### src/hw/rtl/slhb_pkg.sv
// Package for the slew-limited H-bridge drive: state codes, register
// indexes, field widths and reset values of the configuration registers.
// No dependencies.
`default_nettype none

package slhb_pkg;

    localparam int DUTY_BITS_DEF = 8;
    localparam int MV_W          = 16;
    localparam int CFG_W         = 15;
    localparam int CFG_ADDR_W    = 8;
    localparam int OUT_W         = 8;

    localparam logic [CFG_ADDR_W-1:0] REG_SLEW_UP   = 8'd0;
    localparam logic [CFG_ADDR_W-1:0] REG_SLEW_DOWN = 8'd1;
    localparam logic [CFG_ADDR_W-1:0] REG_DEADBAND  = 8'd2;
    localparam logic [CFG_ADDR_W-1:0] REG_MAX_OUT   = 8'd3;

    localparam logic [CFG_W-1:0] SLEW_UP_RST   = 15'd800;
    localparam logic [CFG_W-1:0] SLEW_DOWN_RST = 15'd800;
    localparam logic [CFG_W-1:0] DEADBAND_RST  = 15'd2100;
    localparam logic [CFG_W-1:0] MAX_OUT_RST   = 15'd12000;

    typedef enum logic [2:0] {
        ST_IDLE,
        ST_SLEW,
        ST_CLAMP,
        ST_LOAD,
        ST_DIV,
        ST_DONE
    } state_t;

endpackage

`default_nettype wire

### src/hw/rtl/slhb_div.sv
// Restoring serial divider for the duty: round(maxd * mag / supply), one
// quotient bit per cycle. Depends on slhb_pkg for field widths.
`default_nettype none

module slhb_div #(
    parameter int DUTY_BITS = slhb_pkg::DUTY_BITS_DEF
) (
    input  wire logic                          aclk,
    input  wire logic                          aresetn,
    input  wire logic                          start,
    input  wire logic [slhb_pkg::CFG_W-1:0]    mag,
    input  wire logic [slhb_pkg::MV_W-1:0]     supply,
    output logic                               done,
    output logic [DUTY_BITS-1:0]               quot
);

    localparam int NW = DUTY_BITS + 17;
    localparam int CW = $clog2(DUTY_BITS + 1);

    logic [NW-1:0]        mag_w;
    logic [NW-1:0]        prod;
    logic [NW-1:0]        num;
    logic [17:0]          rem_reg, rem_next;
    logic [DUTY_BITS-1:0] low_reg, low_next;
    logic [16:0]          den_reg, den_next;
    logic [CW-1:0]        cnt_reg, cnt_next;
    logic                 busy_reg, busy_next;
    logic                 done_reg, done_next;
    logic [17:0]          trial;
    logic [17:0]          diff;
    logic                 fits;

    always_comb begin
        mag_w = NW'(mag);
        prod  = (mag_w << DUTY_BITS) - mag_w;
        num   = (prod << 1) + NW'(supply);
        trial = {rem_reg[16:0], low_reg[DUTY_BITS-1]};
        diff  = trial - {1'b0, den_reg};
        fits  = trial >= {1'b0, den_reg};

        rem_next  = rem_reg;
        low_next  = low_reg;
        den_next  = den_reg;
        cnt_next  = cnt_reg;
        busy_next = busy_reg;
        done_next = 1'b0;
        if (start) begin
            rem_next  = 18'(num[NW-1:DUTY_BITS]);
            low_next  = num[DUTY_BITS-1:0];
            den_next  = {supply, 1'b0};
            cnt_next  = CW'(DUTY_BITS);
            busy_next = 1'b1;
        end else if (busy_reg) begin
            rem_next = fits ? diff : trial;
            low_next = {low_reg[DUTY_BITS-2:0], fits};
            cnt_next = cnt_reg - CW'(1);
            if (cnt_reg == CW'(1)) begin
                busy_next = 1'b0;
                done_next = 1'b1;
            end
        end
    end

    always_ff @(posedge aclk) begin
        if (!aresetn) begin
            busy_reg <= 1'b0;
            done_reg <= 1'b0;
            cnt_reg  <= '0;
        end else begin
            busy_reg <= busy_next;
            done_reg <= done_next;
            cnt_reg  <= cnt_next;
        end
        rem_reg <= rem_next;
        low_reg <= low_next;
        den_reg <= den_next;
    end

    assign done = done_reg;
    assign quot = low_reg;

endmodule

`default_nettype wire

### src/hw/rtl/slew_limited_hbridge_drive_top.sv
// Top level of the slew-limited H-bridge drive: sequencer, slew and clamp
// steps, output register. Depends on slhb_pkg and slhb_div.
//
//   channel   dir  handshake            payload
//   s_        in   s_tvalid/s_tready    tdata: target_mv, supply_mv
//   m_        out  m_tvalid/m_tready    tdata: duty, level_a, level_b, applied_mv
//                                       tuser: write_strobe
//   cfg_      in   cfg_we               cfg_addr, cfg_wdata
//
// A transfer passes from accept through the slew, clamp, load and divide steps to
// the done step; the serial divider in the divide step makes one duty bit per cycle.
// A zero magnitude skips the load and divide steps.
// Reset is synchronous; the configuration registers return to their package defaults.
// A stalled result holds in the output register; the block accepts no new
// transfer until the pending result has left the sequencer.
`default_nettype none

module slew_limited_hbridge_drive_top #(
    parameter int DUTY_BITS = slhb_pkg::DUTY_BITS_DEF
) (
    input  wire logic                               aclk,
    input  wire logic                               aresetn,
    input  wire logic                               s_tvalid,
    output logic                                    s_tready,
    input  wire logic [31:0]                        s_tdata,   // target_mv, supply_mv
    output logic                                    m_tvalid,
    input  wire logic                               m_tready,
    output logic [39:0]                             m_tdata,   // duty, level_a, level_b, applied_mv
    output logic                                    m_tuser,   // write_strobe
    input  wire logic                               cfg_we,
    input  wire logic [slhb_pkg::CFG_ADDR_W-1:0]    cfg_addr,
    input  wire logic [slhb_pkg::CFG_W-1:0]         cfg_wdata
);

    slhb_pkg::state_t state_reg, state_next;

    logic [slhb_pkg::CFG_W-1:0] slew_up_reg, slew_down_reg, deadband_reg, max_out_reg;
    logic signed [15:0]         cur_reg, cur_next;
    logic signed [15:0]         val_reg, val_next;
    logic [15:0]                supply_reg, supply_next;
    logic [14:0]                mag_reg, mag_next;
    logic                       m_valid_reg, m_valid_next;
    logic [39:0]                m_data_reg, m_data_next;
    logic                       m_user_reg, m_user_next;

    logic                       div_start;
    logic                       div_done;
    logic [DUTY_BITS-1:0]       div_quot;
    logic [DUTY_BITS+7:0]       quot_x;
    logic [7:0]                 duty8;
    logic                       strobe;

    logic signed [17:0] t18, c18, lim18, mag18, up18, dn18, db18, v18, cap18;

    slhb_div #(
        .DUTY_BITS (DUTY_BITS)
    ) u_div (
        .aclk    (aclk),
        .aresetn (aresetn),
        .start   (div_start),
        .mag     (mag_reg),
        .supply  (supply_reg),
        .done    (div_done),
        .quot    (div_quot)
    );

    always_ff @(posedge aclk) begin
        if (!aresetn) begin
            slew_up_reg   <= slhb_pkg::SLEW_UP_RST;
            slew_down_reg <= slhb_pkg::SLEW_DOWN_RST;
            deadband_reg  <= slhb_pkg::DEADBAND_RST;
            max_out_reg   <= slhb_pkg::MAX_OUT_RST;
        end else if (cfg_we) begin
            unique case (cfg_addr)
                slhb_pkg::REG_SLEW_UP:   slew_up_reg   <= cfg_wdata;
                slhb_pkg::REG_SLEW_DOWN: slew_down_reg <= cfg_wdata;
                slhb_pkg::REG_DEADBAND:  deadband_reg  <= cfg_wdata;
                slhb_pkg::REG_MAX_OUT:   max_out_reg   <= cfg_wdata;
                default: ;
            endcase
        end
    end

    always_comb begin
        quot_x = {8'd0, div_quot};
        duty8  = (mag_reg == 15'd0) ? 8'd0 : quot_x[7:0];
        strobe = val_reg != cur_reg;

        up18 = signed'({3'b000, slew_up_reg});
        dn18 = signed'({3'b000, slew_down_reg});
        db18 = signed'({3'b000, deadband_reg});
        t18  = 18'(val_reg);
        c18  = 18'(cur_reg);
        mag18 = (t18 < 0) ? -t18 : t18;
        lim18 = '0;
        if (t18 != c18) begin
            if (mag18 < db18) begin
                t18 = '0;
            end
            if (c18 > 0) begin
                if (t18 > c18) begin
                    lim18 = c18 + up18;
                    if (t18 > lim18) t18 = lim18;
                end else if (t18 < c18) begin
                    lim18 = c18 - dn18;
                    if (t18 < lim18) t18 = lim18;
                end
            end else begin
                if (t18 > c18) begin
                    lim18 = c18 + dn18;
                    if (t18 > lim18) t18 = lim18;
                end else if (t18 < c18) begin
                    lim18 = c18 - up18;
                    if (t18 < lim18) t18 = lim18;
                end
            end
        end

        cap18 = ({1'b0, max_out_reg} < {1'b0, supply_reg[14:0]} || supply_reg[15] == 1'b1)
                ? signed'({3'b000, max_out_reg}) : signed'({2'b00, supply_reg});
        v18 = 18'(val_reg);
        if (v18 > cap18) begin
            v18 = cap18;
        end else if (v18 < -cap18) begin
            v18 = -cap18;
        end

        state_next   = state_reg;
        cur_next     = cur_reg;
        val_next     = val_reg;
        supply_next  = supply_reg;
        mag_next     = mag_reg;
        m_valid_next = m_valid_reg && !m_tready;
        m_data_next  = m_data_reg;
        m_user_next  = m_user_reg;
        div_start    = 1'b0;
        s_tready     = 1'b0;

        unique case (state_reg)
            slhb_pkg::ST_IDLE: begin
                s_tready = 1'b1;
                if (s_tvalid) begin
                    val_next    = signed'(s_tdata[15:0]);
                    supply_next = s_tdata[31:16];
                    state_next  = slhb_pkg::ST_SLEW;
                end
            end
            slhb_pkg::ST_SLEW: begin
                val_next   = t18[15:0];
                state_next = slhb_pkg::ST_CLAMP;
            end
            slhb_pkg::ST_CLAMP: begin
                val_next   = v18[15:0];
                mag_next   = (v18 < 0) ? 15'(-v18) : 15'(v18);
                state_next = (v18 == 0) ? slhb_pkg::ST_DONE : slhb_pkg::ST_LOAD;
            end
            slhb_pkg::ST_LOAD: begin
                div_start  = 1'b1;
                state_next = slhb_pkg::ST_DIV;
            end
            slhb_pkg::ST_DIV: begin
                if (div_done) state_next = slhb_pkg::ST_DONE;
            end
            slhb_pkg::ST_DONE: begin
                if (!m_valid_reg || m_tready) begin
                    m_valid_next = 1'b1;
                    m_user_next  = strobe;
                    m_data_next  = {(strobe ? val_reg : cur_reg),
                                    ((strobe && val_reg > 0) ? duty8 : 8'd0),
                                    ((strobe && val_reg < 0) ? duty8 : 8'd0),
                                    duty8};
                    if (strobe) cur_next = val_reg;
                    state_next = slhb_pkg::ST_IDLE;
                end
            end
            default: state_next = slhb_pkg::ST_IDLE;
        endcase
    end

    always_ff @(posedge aclk) begin
        if (!aresetn) begin
            state_reg   <= slhb_pkg::ST_IDLE;
            cur_reg     <= '0;
            m_valid_reg <= 1'b0;
        end else begin
            state_reg   <= state_next;
            cur_reg     <= cur_next;
            m_valid_reg <= m_valid_next;
        end
        val_reg    <= val_next;
        supply_reg <= supply_next;
        mag_reg    <= mag_next;
        m_data_reg <= m_data_next;
        m_user_reg <= m_user_next;
    end

    assign m_tvalid = m_valid_reg;
    assign m_tdata  = m_data_reg;
    assign m_tuser  = m_user_reg;

    a_quiet_legs: assert property (@(posedge aclk) disable iff (!aresetn)
        m_tvalid && !m_tuser |-> m_tdata[23:8] == 16'd0)
        else $error("legs driven without write strobe");

    a_one_leg: assert property (@(posedge aclk) disable iff (!aresetn)
        m_tvalid |-> m_tdata[15:8] == 8'd0 || m_tdata[23:16] == 8'd0)
        else $error("both legs driven");

    a_busy_after_accept: assert property (@(posedge aclk) disable iff (!aresetn)
        s_tvalid && s_tready |=> !s_tready)
        else $error("accepted a transfer while working");

    a_done_in_div: assert property (@(posedge aclk) disable iff (!aresetn)
        div_done |-> state_reg == slhb_pkg::ST_DIV)
        else $error("divider finished outside divide step");

    a_applied_range: assert property (@(posedge aclk) disable iff (!aresetn)
        m_tvalid |-> m_tdata[39:24] != 16'h8000)
        else $error("applied voltage out of range");

endmodule

`default_nettype wire

### config.mk
export PLATFORM = sky130hd
export DESIGN_NAME = slew_limited_hbridge_drive_top
export DESIGN_NICKNAME = d
export VERILOG_FILES = /design/src/hw/rtl/slhb_pkg.sv /design/src/hw/rtl/slhb_div.sv /design/src/hw/rtl/slew_limited_hbridge_drive_top.sv
export SDC_FILE = /design/constraint.sdc
export NUM_CORES = 1
export LEC_CHECK = 0
export ABC_AREA = 1
export BUFFER_PORTS_ARGS = -buffer_cell sky130_fd_sc_hd__buf_2
export CAP_MARGIN = 25
export CORE_MARGIN = 1.5
export CORE_UTILIZATION = 29
export DETAILED_ROUTE_END_ITERATION = 6
export PLACE_DENSITY_LB_ADDON = 0.3
export SETUP_SLACK_MARGIN = 0.4
export SLEW_MARGIN = 25
export SYNTH_ARGS = -nofsm -noshare
export SYNTH_HDL_FRONTEND = slang
export SYNTH_SLANG_ARGS = --single-unit
export TNS_END_PERCENT = 1
### constraint.sdc
create_clock -name aclk -period 12.15 [get_ports aclk]
set_clock_uncertainty 0.1 [all_clocks]
set_input_delay 1.8225 -clock aclk [delete_from_list [all_inputs] [get_ports aclk]]
set_output_delay 1.8225 -clock aclk [all_outputs]
set_load 0.01 [all_outputs]
==> results of run 1 <==
==> worst paths after layout <==
| check | slack, ns | to | start | cells after the start |
|---|---|---|---|---|
| hold / removal | 0.37 | deadband_reg[7]$_SDFFE_PN0P_ | deadband_reg[7]$_SDFFE_PN0P_ | 2 |
| setup reg to reg | 5.26 | val_reg[10]$_DFFE_PP_ | val_reg[0]$_DFFE_PP_ | 29 |
| hold reg to reg | 0.37 | deadband_reg[7]$_SDFFE_PN0P_ | deadband_reg[7]$_SDFFE_PN0P_ | 2 |
| setup / recovery | 5.26 | val_reg[10]$_DFFE_PP_ | val_reg[0]$_DFFE_PP_ | 29 |
==> metal layers <==
metal	global-route usage [%]	vias up	wire, um
met1	24.8	8406	29500
met4	8.01	0	3110
met2	33.1	562	32000
li1	-	9208	-
met5	0	-	0
met3	2.22	137	3600
==> where the power goes <==
part           leakage (nW)  internal, mW  switching (mW)  total (mW)
Clock                 0.434         0.470           0.385       0.854
Combinational          8.09          1.42            3.03        4.45
Sequential             1.89         0.917           0.159        1.08
==> cell usage after synthesis, types with 5 or more instances <==
cell type and n:
nand2_1 599, inv_1 384, ha_1 238, a21oi_1 218, nand3_1 214, nor2_1 177
o21ai_0 158, edfxtp_1 129, xor2_1 115, dfxtp_1 86, clkbuf_1 66, nand4_1 38
nor3_1 32, o211ai_1 28, o21bai_1 23, nand2_2 22, xnor2_1 20, buf_2 16
a211oi_1 11, o221ai_1 11, nor4_1 10, nor2_2 8, o21ai_2 8, a221oi_1 6
a22oi_1 6, a31oi_1 6, buf_6 6, fa_1 6, nand3b_1 6, buf_4 5
nand2_4 5, nor2_4 5, o2111ai_1 5, o21ai_1 5, o31ai_1 5, or2_2 5
==> worst register-to-register path, delay by kind of cell, from the launching register on <==
kind            cells  cell delay (ns)
compound gates      2             0.47
buf+inv             4             0.55
xor+xnor            1             0.08
simple gates       19             4.17
fa+ha+maj           3             0.77
flops               1             0.50
==> kinds of logic (layout without fill, tap and decap cells) <==
logic type,Yosys count,count (layout),synth area share (%)
and+or+nand+nor,1137,1137,25.4
AOI/OAI and AO/OA,505,505,14.6
buffers and inverters,482,561,9.64
adders and majority gates,244,244,15.8
DFF,215,215,28.5
xor gates and xnor gates,135,135,6.02
other,1,3,0.0191
==> area by class of cell <==
type,count,share of cell area (%)
Sequential cell,215,25.5
Tap cell,873,4.99
Timing Repair Buffer,120,2.95
Inverter,389,6.66
Antenna cell,1,0.0114
Clock inverter,19,0.879
Clock buffer,33,3.38
Multi-Input combinational cell,2023,55.6
==> run summary, run 1 <==
status - finished, final reports clean
Setup WS pre-CTS - 5.41 ns
top area cells in the synthesized netlist - edfxtp_1, ha_1, nand2_1
Worst path slowest cell - nor2_1
Mapped Cells - 2719
GP Congestion - 0.965
clock latency on the worst-skew pair - 0.60 ns
most frequent cells in the layout - nand2_1, inv_1, ha_1
grt ovf - 0
asr flop ratio synth - 0%
routed vias/inst - 4.99
maximum VDD drop - 0.000466 V
Worst Path Arrival - 7.13 ns
ys flop type - edfxtp_1
hpwl dp - 53.3 mm
Overall Global Routing Usage - 19.4%
LEAKAGE - 10.4 nW
Seq/Total Area, Yosys - 28.5%
Hold Fails Final Rpt - 0
first-pass GRT wire length - 104 mm
post-layout util - 32.7%
Avg Cell Area, Syn - 7.22 um2
highest clock rate - 0.145 GHz
CP most frequent cell - nand3_1
# fillers - 7234
Starting Density - 29.3%
max-slew violations - 0
num ports - 103
Hold Slack - 0.374 ns
worst path buffer plus inverter count - 4
CTS tree - built
Largest stage delay, worst path - 0.80 ns
placed cell count - 3620
Synth cell types - 56
max reg flops - 40
die footprint - 69300 um2
Max FO, Critical Path - 16
CTS H-tree lvls - 1
Nets - 3081
synthesis-to-finish area growth - 11.6%
Ys Warns - 0
largest net degree at the start of global routing - 80
share of post-route cells with drive strength above 1 - 8.79%
routed vias - 18313
DRC violations left - 0
die width - 263 um
setup violators final - 0
Detail Route Antenna Nets - 0
Post-DP Area - 21000 um2
synthesized flop and latch total - 215
FF+latch area - 5600 um2
critical path class - reg -> reg
CTS clk-pin slew, worst paths - 0.06 ns
routed len/inst - 18.6 um
cts bufs inserted - 28
Final min period - 6.89 ns
final worst-path cycle share - 56.7%
clock sink count - 215
area leader, netlist - edfxtp_1
post-synth top area share - 19.7%
fin cells - 3673
port buffer count - 102
Least-Margin Pin Slew - 0.983 ns
Die H - 263 um
hold_buf cts - 0
Starting DRT DRC Count - 1580
Synth Cell Area - 19600 um2
vias in the first global route - 17346
Max Cap Violations - 0
CP top delay family - simple AND/OR/NAND/NOR gates
num rows - 95
Startpoint Class - flop
Post-synth EDFFs - 129
hold crit path type - reg -> reg
PwrDens - 291 nW/um2
DRT Pass-1 Iters - 5
antenna violations before repair - 3
Longest Clk Path Bufs - 3
CTS Root Buffer Type - clkbuf_16
setup TNS - 0 ns
slew margin rel. - 34.2%
post-CTS resize count - 0
Req. time, crit path - 12.38 ns
Core Region - 67000 um2
commonest non-fill, non-tap cell in the layout - nand2_1
Pwr Total - 6.38 mW
Worst Slack Setup Final - 5.26 ns
post-route cell area - 21900 um2
Critical Path Sink Type - flop
Post-CTS Repair Setup Buffers - 0
RSZ-0062 raised after global routing - false
area of the multi-input gates - 12200 um2
DRT Wirelength - 68.2 mm
(Power assumes the default switching activity.)
==> run 2: changes to the inputs <==
--- a/config.mk
+++ b/config.mk
@@ -5,7 +5,7 @@
 export SDC_FILE = /design/constraint.sdc
 export NUM_CORES = 1
 export LEC_CHECK = 0
-export ABC_AREA = 1
+export ABC_AREA = 0
 export BUFFER_PORTS_ARGS = -buffer_cell sky130_fd_sc_hd__buf_2
 export CAP_MARGIN = 25
 export CORE_MARGIN = 1.5
==> constraint.sdc (replaced) <==
create_clock -name aclk -period 5.6 [get_ports aclk]
set_clock_uncertainty 0.1 [all_clocks]
set_input_delay 0.84 -clock aclk [delete_from_list [all_inputs] [get_ports aclk]]
set_output_delay 0.84 -clock aclk [all_outputs]
set_load 0.01 [all_outputs]
==> run summary, run 2 <==
Pwr Total - 10.8 mW
Max Cap Violations - 0
max reg flops - 40
hpwl dp - 66.1 mm
switching pwr - 4.63 mW
top area cells in the synthesized netlist - edfxtp_1, ha_1, dfxtp_1
port buffer count - 102
PwrDens - 421 nW/um2
synthesized flop and latch total - 215
Longest Clk Path Bufs - 3
num ports - 103
largest family of logic cells by synthesized area - compound AO/OA/AOI/OAI gates
Synth cell types - 86
slew margin rel. - 33.9%
status - complete, but fails checks
critical path class - reg -> reg
maximum VDD drop - 0.000264 V
clock latency on the worst-skew pair - 0.60 ns
Setup WS pre-CTS - -0.849 ns
Die H - 263 um
clock share of power - 18.1%
grt ovf - 0
num rows - 95
Flop pwr share - 18.1%
commonest cells in the synthesized netlist - nand2_1, ha_1, inv_1
portion of netlist area occupied by mux cells - 1.99%
Mapped Cells - 2348
Worst Slack Setup Final - -0.569 ns
die width - 263 um
area leader, netlist - edfxtp_1
CTS Root Buffer Type - clkbuf_16
CTS tree - built
Final min period - 6.17 ns
Least-Margin Pin Slew - 0.989 ns
Detail Route Antenna Nets - 0
reg2reg setup slack - -0.57 ns
Overall Global Routing Usage - 23.0%
Hold Fails Final Rpt - 0
Starting DRT DRC Count - 1377
share of post-route cells with drive strength above 1 - 25.9%
post-layout util - 38.3%
placed cell count - 3614
RSZ-0062 raised after global routing - true
die footprint - 69100 um2
commonest non-fill, non-tap cell in the layout - buf_4
DRT Pass-1 Iters - 6
Seq/Total Area, Yosys - 28.6%
routed vias - 19470
Int Pwr - 6.18 mW
hold_buf cts - 0
largest net degree at the start of global routing - 83
Starting Density - 29.2%
Req. time, crit path - 5.86 ns
first-pass GRT wire length - 121 mm
DRC violations left - 0
Ys Warns - 0
setup violators final - 32
antenna violations before repair - 1
most frequent cells in the layout - buf_4, nand2_1, ha_1
Avg Cell Area, Syn - 8.34 um2
vias in the first global route - 19340
switch share - 42.9%
post-synth top area share - 19.8%
area share of fa/ha/maj cells after synthesis - 16.0%
Startpoint Class - flop
CTS H-tree lvls - 1
Post-synth EDFFs - 129
fin cells - 3688
Max FO, Critical Path - 5
clock sink count - 215
Comb pwr share - 63.9%
hold crit path type - in -> reg
LEAKAGE - 10.9 nW
setup TNS - -12.35 ns
Post-Synth Simple-Gate Area - 18.9%
routed len/inst - 22.1 um
Core Region - 67000 um2
GP Congestion - 0.953
CTS clk-pin slew, worst paths - 0.06 ns
highest clock rate - 0.162 GHz
final worst-path cycle share - 110%
count leader, synth - nand2_1
Nets - 3096
Worst Path Arrival - 6.43 ns
routed vias/inst - 5.28
failing checks - setup timing
asr flop ratio synth - 0%
Synth Cell Area - 19600 um2
Critical Path Sink Type - flop
DRT Wirelength - 81.4 mm
Synth Area in Compound Gates - 21.3%
cts bufs inserted - 28
Synth Area in XOR/XNOR - 7.07%
ys flop type - edfxtp_1
max-slew violations - 0
synthesis-to-finish area growth - 31.0%
## run 2: changes by cell type in the layout (fill, tap and decap cells not counted), moves of 28 or more
cell,previous run,this run
xnor2_1,20,108
a21oi_1,217,127
a21o_1,4,42
nand2b_1,0,28
buf_4,18,417
nand2_1,597,260
nor3_1,29,57
xor2_1,115,50
nor2b_1,0,33
a21boi_0,4,65
o21ai_0,158,81
inv_1,383,180
nor2_1,176,139
nand3_1,214,36
## run 2: repair_timing
| action | in CTS | in global routing |
|---|---|---|
| pin swaps | 23 | 38 |
| gates cloned | 0 | 1 |
| setup endpoints to repair | 33 | 37 |
| hold endpoints to repair | 0 | 0 |
| setup buffers | 5 | 15 |
| resized for setup | 62 | 61 |
## run 2: critical path, stage by stage (launching register included)
cell      delay, ns
edfxtp_1       0.40
or4_4          0.55
or4_4          0.44
o21ai_2        0.14
xnor2_1        0.08
ha_1           0.30
and2_4         0.15
nand4_1        0.16
o31a_1         0.40
buf_6          0.16
buf_4          0.14
a21oi_1        0.32
ha_1           0.31
a21o_1         0.19
a21oi_1        0.14
o21ai_0        0.11
buf_4          0.15
or2_2          0.27
a41oi_1        0.22
a311oi_1       0.10
and2_4         0.19
or3_1          0.34
a41o_1         0.24
a22oi_2        0.35
## run 2: power by group through the flow
stage | sequential, mW | combinational [mW] | clock, mW
floorplan | 1.96 | 3.58 | 0
global placement | 1.99 | 6.25 | 0
detailed placement | 1.99 | 6.30 | 0
CTS | 1.95 | 6.58 | 2.00
global route | 1.96 | 7.43 | 2.05
finish | 1.95 | 6.90 | 1.95
## run 2: path summary, 6_finish.rpt
check | depth (start not counted) | startpoint | endpoint
worst max-delay path | 23 | val_reg[7]$_DFFE_PP_ | val_reg[0]$_DFFE_PP_
worst min register to register | 2 | deadband_reg[13]$_SDFFE_PN0P_ | deadband_reg[13]$_SDFFE_PN0P_
worst min-delay path | 1 | s_tdata[30] | supply_reg[14]$_DFFE_PP_
worst max register to register | 23 | val_reg[7]$_DFFE_PP_ | val_reg[0]$_DFFE_PP_
## run 2: area by class of cell
cell class	count	area [um2]
Antenna cell	1	2.50
Clock buffer	41	841
Clock inverter	11	166
Fill cell	6806	41400
Inverter	194	734
Multi-Input combinational cell	1824	13400
Sequential cell	215	5600
Tap cell	873	1090
Timing Repair Buffer	529	3780
## run 2: cells by family after synthesis
group | count (synthesis)
AND/OR/NAND/NOR | 764
AO/OA/AOI/OAI | 615
buffers and inverters | 310
adder cells (fa/ha/maj) | 247
flip-flops | 215
XOR/XNOR | 158
multiplexers | 38
other | 1
## run 2: metal layers
layer	up-vias	global-route usage (%)	wire, um
li1	9360	-	-
met1	9355	29.1	35100
met2	614	40.2	39200
met3	141	2.43	3680
met4	0	8.17	3400
met5	-	0	0
## run 2: per-stage QoR
stage / hold slack (ns) / cell area (um2)
5_1_grt: 0.296 / 25700
3_5_place_dp: 0.362 / 24000
6_report: 0.311 / 25700
4_1_cts: 0.280 / 25300
3_3_place_gp: 0.351 / 24000
2_1_floorplan: 0.339 / 19800
==> run 3: changes to the inputs <==
==> constraint.sdc (replaced) <==
create_clock -name aclk -period 5.6 [get_ports aclk]
set_clock_uncertainty 0.1 [all_clocks]
set_input_delay 1.12 -clock aclk [delete_from_list [all_inputs] [get_ports aclk]]
set_output_delay 1.12 -clock aclk [all_outputs]
set_load 0.01 [all_outputs]
==> run summary, run 3 (same netlist as run 2, synthesis figures left out) <==
status - complete, but fails checks
failing checks - setup timing
Largest stage delay, worst path - 0.43 ns
placed cell count - 3614
clock latency on the worst-skew pair - 0.59 ns
die footprint - 69100 um2
DRT Pass-1 Iters - 6
Die H - 263 um
clock sink count - 215
highest clock rate - 0.162 GHz
final worst-path cycle share - 111%
antenna violations before repair - 1
PwrDens - 417 nW/um2
max-slew violations - 0
Core Region - 67000 um2
Nets - 3096
hold_sp - deadband_reg[8]$_SDFFE_PN0P_
RSZ-0062 raised after global routing - true
die width - 263 um
fin cells - 3687
Critical Path Sink Type - flop
num rows - 95
Worst Slack Setup Final - -0.590 ns
CTS clk-pin slew, worst paths - 0.06 ns
Pwr Total - 10.7 mW
Max FO, Critical Path - 20
Post-DP Area - 24000 um2
R2R Path Start - supply_reg[14]$_DFFE_PP_
routed len/inst - 22.3 um
port buffer count - 102
Final min period - 6.19 ns
Ant. Diodes - 0
hold crit path type - reg -> reg
routed vias - 19476
Hold Fails Final Rpt - 0
Req. time, crit path - 5.83 ns
Worst path slowest cell - edfxtp_1
CTS Root Buffer Type - clkbuf_16
routed vias/inst - 5.28
vias in the first global route - 19632
Least-Margin Pin Slew - 0.940 ns
Detail Route Antenna Nets - 0
critical path class - reg -> reg
slew margin rel. - 36.9%
largest net degree at the start of global routing - 53
post-route cell area - 25600 um2
maximum VDD drop - 0.000244 V
most frequent cells in the layout - buf_4, nand2_1, ha_1
Longest Clk Path Bufs - 3
Overall Global Routing Usage - 23.1%
DRT Wirelength - 82.1 mm
Setup WS pre-CTS - -0.826 ns
Starting Density - 29.2%
Max Cap Violations - 0
hold_buf cts - 0
Crit. Startpoint - supply_reg[14]$_DFFE_PP_
synthesis-to-finish area growth - 30.8%
setup TNS - -13.64 ns
CP most frequent cell - buf_4
hpwl dp - 66.6 mm
num ports - 103
CTS H-tree lvls - 1
Starting DRT DRC Count - 1494
DRC violations left - 0
setup violators final - 31
Startpoint Class - flop
max reg flops - 40
cts bufs inserted - 28
first-pass GRT wire length - 121 mm
LEAKAGE - 10.9 nW
CTS tree - built
commonest non-fill, non-tap cell in the layout - buf_4
share of post-route cells with drive strength above 1 - 25.4%
Worst Path Arrival - 6.42 ns
GP Congestion - 0.952
grt ovf - 0
==> run 3: cell count changes in the layout (fill, tap and decap cells not counted), moves of 3 or more <==
cell / previous run / this run
clkbuf_1: 5 / 8
clkbuf_8: 7 / 1
a221oi_2: 6 / 2
a221oi_1: 17 / 20
clkinv_1: 3 / 8
==> run 3: power breakdown <==
| group | total (mW) | internal (mW) | leakage [nW] | switching [mW] |
|---|---|---|---|---|
| sequential | 1.96 | 1.86 | 1.88 | 0.0980 |
| combinational | 6.94 | 3.15 | 8.56 | 3.78 |
| clock | 1.79 | 1.03 | 0.432 | 0.759 |
| total | 10.7 | 6.04 | 10.9 | 4.64 |
==> run 3: final timing paths <==
| path | endpoint | slack [ns] | depth (start not counted) |
|---|---|---|---|
| setup reg to reg | mag_reg[11]$_DFFE_PP_ | -0.59 | 26 |
| hold reg to reg | deadband_reg[8]$_SDFFE_PN0P_ | 0.37 | 2 |
| setup / recovery | mag_reg[11]$_DFFE_PP_ | -0.59 | 26 |
| hold / removal | deadband_reg[8]$_SDFFE_PN0P_ | 0.37 | 2 |
==> run 3: metrics by stage <==
stage               utilization [%]  hold WS (ns)
floorplan                         -         0.339
global placement               35.7         0.350
detailed placement             35.8         0.360
CTS                            37.5         0.368
global route                   38.2         0.395
finish                         38.2         0.365
==> run 3: cell type report <==
class | count | area (um2)
Clock inverter | 15 | 145
Timing Repair Buffer | 529 | 3800
Tap cell | 873 | 1090
Multi-Input combinational cell | 1824 | 13500
Sequential cell | 215 | 5600
Fill cell | 6860 | 41400
Clock buffer | 37 | 744
Inverter | 194 | 734
==> run 3: repair_timing <==
item / CTS / global route
resized for setup: 46 / 77
setup buffers: 9 / 12
pin swaps: 20 / 28
endpoints found under the setup margin: 33 / 38
cloned: 0 / 0
==> run 3: routing by layer <==
metal	part of all wire, %	vias to the layer above	global-route usage [%]
met5	0	-	0
li1	-	9381	-
met2	49	559	40.8
met4	3.7	0	7.94
met3	4.7	146	2.81
met1	43	9390	28.8
==> run 3: worst max-delay path: cells and delay by family, from the launching register on <==
| kind | cells | cell delay [ns] |
|---|---|---|
| xor gates and xnor gates | 2 | 0.36 |
| adders and majority gates | 2 | 0.59 |
| muxes | 2 | 0.72 |
| and+or+nand+nor | 5 | 0.64 |
| buffers and inverters | 8 | 1.35 |
| AOI/OAI and AO/OA | 7 | 1.71 |
| DFF | 1 | 0.43 |
